File: config.mk
export PLATFORM = sky130hd
export DESIGN_NAME = idalloc_ctrl
export DESIGN_NICKNAME = d
export VERILOG_FILES = /design/src/idalloc_pkg.sv /design/src/idalloc_ctrl.sv
export SDC_FILE = /design/constraint.sdc
export NUM_CORES = 1
export LEC_CHECK = 0
export BUFFER_PORTS_ARGS = -buffer_cell sky130_fd_sc_hd__buf_2
export CAP_MARGIN = 20
export CORE_AREA = 8 8 45 47
export DETAILED_ROUTE_END_ITERATION = 16
export DIE_AREA = 0 0 53 55
export GPL_ROUTABILITY_DRIVEN = 0
export GPL_TIMING_DRIVEN = 0
export MAX_ROUTING_LAYER = met4
export PLACE_DENSITY = 0.43
export SLEW_MARGIN = 15
export SYNTH_ARGS = -nofsm -noshare
export SYNTH_HDL_FRONTEND = slang
export SYNTH_SLANG_ARGS = --single-unit
export TNS_END_PERCENT = 50
File: constraint.sdc
create_clock -name clock -period 1.2 [get_ports clock]
set_input_delay 0.36 -clock clock [delete_from_list [all_inputs] [get_ports clock]]
set_output_delay 0.36 -clock clock [all_outputs]
set_load 0.05 [all_outputs]
File: src/idalloc_pkg.sv
`default_nettype none

package idalloc_pkg;

   // ID space and derived widths
   localparam int CAPACITY = 1024;
   localparam int ID_W     = 10;
   localparam int CNT_W    = ID_W + 1;

   // live bitmap is stored as rows of ROW_W bits
   localparam int ROW_W  = 32;
   localparam int ROWS   = CAPACITY / ROW_W;
   localparam int ROW_AW = $clog2(ROWS);
   localparam int BIT_AW = $clog2(ROW_W);

   localparam logic OP_ALLOC = 1'b0;
   localparam logic OP_FREE  = 1'b1;

   localparam logic [1:0] ST_OK       = 2'd0;
   localparam logic [1:0] ST_NOT_LIVE = 2'd1;
   localparam logic [1:0] ST_FULL     = 2'd2;

   // controller -> datapath
   typedef struct packed {
      logic load_req;
      logic map_rd_cand;
      logic fifo_rd;
      logic map_rd_pop;
      logic map_update;
      logic set_full;
      logic load_rsp;
   } dp_cmd_type;

   // datapath -> controller
   typedef struct packed {
      logic is_free;
      logic fifo_empty;
      logic full;
      logic rsp_free;
   } dp_status_type;

endpackage

`default_nettype wire

File: src/idalloc_ctrl.sv
`default_nettype none

module idalloc_ctrl import idalloc_pkg::*; (
   input  wire logic          clock,
   input  wire logic          reset,
   input  wire logic          req_valid,
   output logic               req_ready,
   input  wire dp_status_type stat,
   output dp_cmd_type         cmd
);

   typedef enum logic [2:0] {
      S_IDLE,
      S_DECIDE,
      S_POP,
      S_UPDATE,
      S_DONE
   } state_type;

   state_type state_ff, state_in;

   always_ff @(posedge clock) begin
      if (reset) begin
         state_ff <= S_IDLE;
      end else begin
         state_ff <= state_in;
      end
   end

   always_comb begin
      state_in  = state_ff;
      cmd       = '0;
      req_ready = 1'b0;
      case (state_ff)
         S_IDLE: begin
            req_ready = 1'b1;
            if (req_valid) begin
               cmd.load_req = 1'b1;
               state_in     = S_DECIDE;
            end
         end
         S_DECIDE: begin
            if (stat.is_free || (stat.fifo_empty && !stat.full)) begin
               cmd.map_rd_cand = 1'b1;
               state_in        = S_UPDATE;
            end else if (!stat.fifo_empty) begin
               cmd.fifo_rd = 1'b1;
               state_in    = S_POP;
            end else begin
               cmd.set_full = 1'b1;
               state_in     = S_DONE;
            end
         end
         S_POP: begin
            cmd.map_rd_pop = 1'b1;
            state_in       = S_UPDATE;
         end
         S_UPDATE: begin
            cmd.map_update = 1'b1;
            state_in       = S_DONE;
         end
         S_DONE: begin
            if (stat.rsp_free) begin
               cmd.load_rsp = 1'b1;
               state_in     = S_IDLE;
            end
         end
         default: begin
            state_in = S_IDLE;
         end
      endcase
   end

endmodule

`default_nettype wire

==> metrics.csv, run 1 <==
metric,value,unit
largest_reg_flops,3,
hold_path_startpoint,reset,
cts_tree,done,
gr-usage-all-layers,0.0726,
timing.rr.end,state_ff[0]$_SDFFE_PP0P_,
slowest_delay,300,ps
register_area,62.6,µm²
crit_path_end_kind,output pin,
synth_area,244,µm²
synth_area_leaders,"dfxtp_1 25%, buf_6 9.2%, nor3_1 6.2%, a2111oi_2 6.2%, nand2b_4 5.6%",
path_buf_inv,2,
ir_drop,313,µV
num_rows,14,
layoutNonFillerInstCount,66,
core,0.00138,mm²
clock.fmax,0.633,GHz
synth_common_cells,"3 x dfxtp_1, 3 x nor3_1",
drt-initial-drc-count,6,
cts_sinks,3,
route.vias.total,309,
die_area,0.00292,mm²
min_path_type,input pin to flop,
n_antenna_cell,0,
swShare,0.403,
violations,negative setup slack,
grt_pass1_wl,1500,µm
grt_max_degree,10,
finalCritPeriodShare,1.32,
criticalPathCategory,flop to output pin,
multiInputGateArea,226,µm²
outcome,finished with violations,
dr.pass1.iters,4,
yosys_warnings,0,
startpoint_type,flop,
critical-path-slowest-cell,dfxtp_1,
fin_nets,58,
drv_cap,0,
largest_registers,state_ff x3,
worstHoldPathCells,2,
dpl.cell_count,58,
antenna_found_initial,0,
worst_slew_pin_slew,381,ps
rsz0062_at_grt,true,
syn_area_per_cell,8.71,µm²
ys_ff_latch,3,
drc_errors,0,
post-route-util,0.382,
synthCells,28,
yosysTopAreaCellShare,0.246,
crit_top_cell,buf_6,
route.detailed.wl_per_inst,13.5,µm
worstPathArrival,1220,ps
cp.required,840,ps
crit_fanout,9,
via_per_inst,4.68,
cpLargestDelayFamily,simple AND/OR/NAND/NOR gates,
min_to,state_ff[0]$_SDFFE_PP0P_,
htree_levels,1,
io_pins,15,
powerDensity,1250,mW/mm²
finalSetupViolations,9,
synth_top_area_cell,dfxtp_1,
slew_violations,0,
cts_made_buffers,3,
nFillCells,146,
cp_cell_sequence,buf_6 -> nand2b_4 -> nor4_4 -> buf_6,
synthDistinctLibCells,20,
r2r_start,state_ff[0]$_SDFFE_PP0P_,
synth-async-reset-ratio,0,
power,0.662,mW
start_util,0.176,
cts_max_path_buffers,2,
fp.dieW,53,µm
routed_wl,891,µm
clk_pin_slew,40,ps
seq_area_frac_synth,0.246,
seq_power_share,0.180,
grt_overflow_total,0,
p_sw,0.267,mW
reg2reg_depth,5,
synth-edff-count,0,
synth_nets,35,
ant_nets,0,
final_hold_viol_count,0,
dieHeight,55,µm
clock_skew,0.787,ps
grt_pass1_vias,318,
fin_crit,1580,ps
comb_power_share,0.551,
area_delta_synth_final,116,%
drive_gt1_frac,0.740,
hold_ws,340,ps
p_leak,0.224,nW
relSlewSlack,0.743,
cts_root_buf,clkbuf_4,
setup_ws,-380,ps
top_register,state_ff,
clk_latency,230,ps
power_frac_clock,0.268,
p_int,0.395,mW
rrSetupSlack,-60,ps
port_buffers,14,
ys.flop_type,dfxtp_1,
==> layout by cell type, fill, tap and decap left out, types with 2 or more instances in the layout <==
cell / Yosys / final
buf_4: 0 / 3
nor4_4: 0 / 2
inv_1: 2 / 2
buf_6: 2 / 10
clkbuf_4: 0 / 3
buf_2: 1 / 7
dfxtp_2: 0 / 2
nand2_1: 2 / 2
==> repair_timing <==
| action | CTS | global route |
|---|---|---|
| gates cloned | 2 | 0 |
| endpoints found under the setup margin | 9 | 9 |
| buffers inserted | 1 | 1 |
| gates resized for setup | 23 | 1 |
| hold buffers | 0 | 0 |
| pin swaps | 2 | 1 |
==> worst register-to-register path: cells and delay by family, from the launching register on <==
kind / cells / cell delay [ps]
compound gates: 2 / 360
buf+inv: 2 / 270
flops: 1 / 330
simple gates: 1 / 190
==> worst max path at each step <==
stage | startpoint | endpoint | depth (start not counted)
final | state_ff[1]$_SDFFE_PP0P_ | cmd[1] | 4
after global routing | state_ff[1]$_SDFFE_PP0P_ | cmd[1] | 4
after CTS | state_ff[0]$_SDFFE_PP0P_ | cmd[5] | 5
after detailed placement | stat[2] | cmd[1] | 4
after global placement | stat[2] | cmd[1] | 4
after floorplan | state_ff[2]$_SDFFE_PP0P_ | cmd[6] | 3
==> power groups by stage <==
stage / Combinational, mW / Sequential (mW) / Clock [mW]
floorplan: 0.230 / 0.117 / 0
detailed placement: 0.288 / 0.117 / 0
finish: 0.365 / 0.119 / 0.178
global route: 0.386 / 0.120 / 0.202
global placement: 0.285 / 0.117 / 0
CTS: 0.353 / 0.120 / 0.186
==> final cells by class <==
| cell class | count | area share |
|---|---|---|
| plain buffers | 3 | 0.0640 |
| clock buffers | 4 | 0.0498 |
| inverters | 2 | 0.0142 |
| multi-input cells | 20 | 0.429 |
| flip-flops and latches | 3 | 0.118 |
| well taps | 16 | 0.0379 |
| repair buffers | 18 | 0.287 |
==> layer usage <==
metal	share of wire	global-route usage	vias up
met1	0.42	0.0744	149
met5	0	-	-
met4	0	0.0388	0
met3	0.059	0.0267	0
li1	-	-	146
met2	0.52	0.119	14
==> through the flow <==
step / setup WS [ps] / cell area (µm²) / TNS [ps]
2_1_floorplan: -431 / 304 / -2100
3_3_place_gp: -281 / 394 / -1110
3_5_place_dp: -287 / 394 / -1190
4_1_cts: -377 / 508 / -2440
5_1_grt: -456 / 528 / -2930
6_report: -380 / 528 / -2350
==> kinds of logic (layout without fill, tap and decap cells) <==
group,count (synthesis),count (layout),share of synthesized area
flip-flops,3,3,0.246
buffers and inverters,5,27,0.144
AND/OR/NAND/NOR,15,15,0.431
AO/OA/AOI/OAI,5,5,0.179
Note: power is estimated with default switching activity, not from simulation.
==> run 2: changes to the inputs <==
Settings changed: CELL_PAD_IN_SITES_DETAIL_PLACEMENT from default to 1, CELL_PAD_IN_SITES_GLOBAL_PLACEMENT from default to 1, PLACE_DENSITY 0.43 to 0.57.
==> metrics.csv, run 2 (same netlist as run 1, synthesis figures left out) <==
metric,value,unit
grt_overflow_total,0,
grt_use_met1,0.0591,
seq_power_share,0.180,
antenna_found_initial,0,
port_buffers,14,
setup_ws,-358,ps
p_sw,0.269,mW
cts_root_buf,clkbuf_4,
grt_pass1_vias,336,
grt_util_met2,0.121,
clock.fmax,0.642,GHz
cpLargestDelayFamily,buffers and inverters,
relSlewSlack,0.822,
cts_tree,done,
layout_commonest_cell,buf_6,
worstSetupEndpoint,cmd[1],
drv_cap,0,
route.detailed.wl_per_inst,13.6,µm
n_antenna_cell,0,
num_rows,14,
violations,negative setup slack,
fp.dieW,53,µm
power_frac_clock,0.270,
finalSetupViolations,9,
register_area,62.6,µm²
p_leak,0.226,nW
drt-initial-drc-count,0,
fin_crit,1560,ps
place_area,394,µm²
dieHeight,55,µm
layout_common_cells,"10 x buf_6, 7 x buf_2, 4 x buf_4",
power,0.665,mW
outcome,finished with violations,
p_int,0.395,mW
routed_wl,911,µm
grt_pass1_wl,1410,µm
hold_ws,321,ps
critical-path-slowest-cell,dfxtp_1,
drc_errors,0,
cp.depth,4,
die_area,0.00292,mm²
top_register,state_ff,
ant_nets,0,
criticalPathCategory,flop to output pin,
io_pins,15,
finalCritPeriodShare,1.30,
crit_top_cell,buf_6,
drive_gt1_frac,0.745,
final_hold_viol_count,0,
largest_reg_flops,3,
startpoint_type,flop,
cts_max_path_buffers,2,
clk_pin_slew,40,ps
dr.pass1.iters,1,
powerDensity,1250,mW/mm²
slowest_delay,300,ps
via_per_inst,4.45,
route.vias.total,298,
fin_nets,59,
path_buf_inv,2,
swShare,0.405,
slew_violations,0,
core,0.00138,mm²
min_path_type,input pin to flop,
cp.required,840,ps
startpoint,state_ff[1]$_SDFFE_PP0P_,
area_delta_synth_final,117,%
reg2reg_depth,5,
nFillCells,159,
grt_max_degree,10,
clock_skew,6.94,ps
cts_sinks,3,
largest_registers,state_ff x3,
stdcell_area,531,µm²
worstPathArrival,1200,ps
htree_levels,1,
grt-busiest-layer,met2,
crit_path_end_kind,output pin,
cp_cell_sequence,buf_6 -> nand2b_4 -> nor4_4 -> buf_6,
ir_drop,356,µV
start_util,0.176,
r2r_start,state_ff[0]$_SDFFE_PP0P_,
worst_slew_pin_slew,263,ps
multiInputGateArea,221,µm²
gr-usage-all-layers,0.0686,
rsz0062_at_grt,true,
comb_power_share,0.550,
cts_made_buffers,3,
clk_latency,240,ps
setup_tns,-2460,ps
crit_fanout,9,
timing.rr.end,state_ff[0]$_SDFFE_PP0P_,
post-route-util,0.383,
rrSetupSlack,-90,ps
met3_usage,0.00802,
## run 2: cell types whose count changed in the layout (fill, tap and decap cells not counted)
cell	change
buf_4	+1
a2111oi_2	+1
nand2_2	+1
nor3_2	-1
nor3_4	+1
and3b_2	-1
and3b_1	+1
a2111oi_4	-1
nand2_1	-1
## run 2: what timing repair did
action                                 in CTS  in global routing
endpoints found under the hold margin       0                  0
pin swaps                                   1                  1
hold buffers                                0                  0
gates resized for setup                    20                  4
setup endpoints to repair                   9                  9
gates cloned                                2                  0
setup buffers                               1                  2
## run 2: worst min path at each step
stage	from	to	cells past startpoint
2_1_floorplan	reset	state_ff[0]$_SDFFE_PP0P_	1
3_3_place_gp	reset	state_ff[0]$_SDFFE_PP0P_	2
3_5_place_dp	reset	state_ff[0]$_SDFFE_PP0P_	2
4_1_cts	reset	state_ff[0]$_SDFFE_PP0P_	2
5_1_grt	reset	state_ff[0]$_SDFFE_PP0P_	2
6_report	reset	state_ff[0]$_SDFFE_PP0P_	2
## run 2: layout make-up
| type | instances | area share |
|---|---|---|
| multi-input combinational | 20 | 0.417 |
| timing repair buffer | 19 | 0.300 |
| sequential | 3 | 0.118 |
| buffer | 3 | 0.0637 |
| clock buffer | 4 | 0.0495 |
| tap | 16 | 0.0377 |
| inverter | 2 | 0.0142 |
## run 2: power groups by stage
stage / registers (mW) / logic, mW / clock network, mW
3_3_place_gp: 0.117 / 0.287 / 0
2_1_floorplan: 0.117 / 0.230 / 0
6_report: 0.120 / 0.366 / 0.180
5_1_grt: 0.120 / 0.386 / 0.202
4_1_cts: 0.118 / 0.343 / 0.187
3_5_place_dp: 0.118 / 0.288 / 0
## run 2: worst reg2reg max path: cells and delay by family (launching register included)
kind	cells	cell delay [ps]
compound gates	2	400
buf+inv	2	270
flops	1	330
simple gates	1	180
## run 2: through the flow
stage	cells	worst slack [ps]
final	67	-358
after global routing	67	-425
after CTS	65	-382
after detailed placement	58	-288
after floorplan	28	-431
after global placement	58	-293
## run 2: per-layer routing
metal	part of all wire	vias to the layer above	routed length, µm
met4	0	0	0
met1	0.38	143	350
met3	0.025	0	23
met2	0.59	8	537
li1	-	147	-
met5	0	-	0
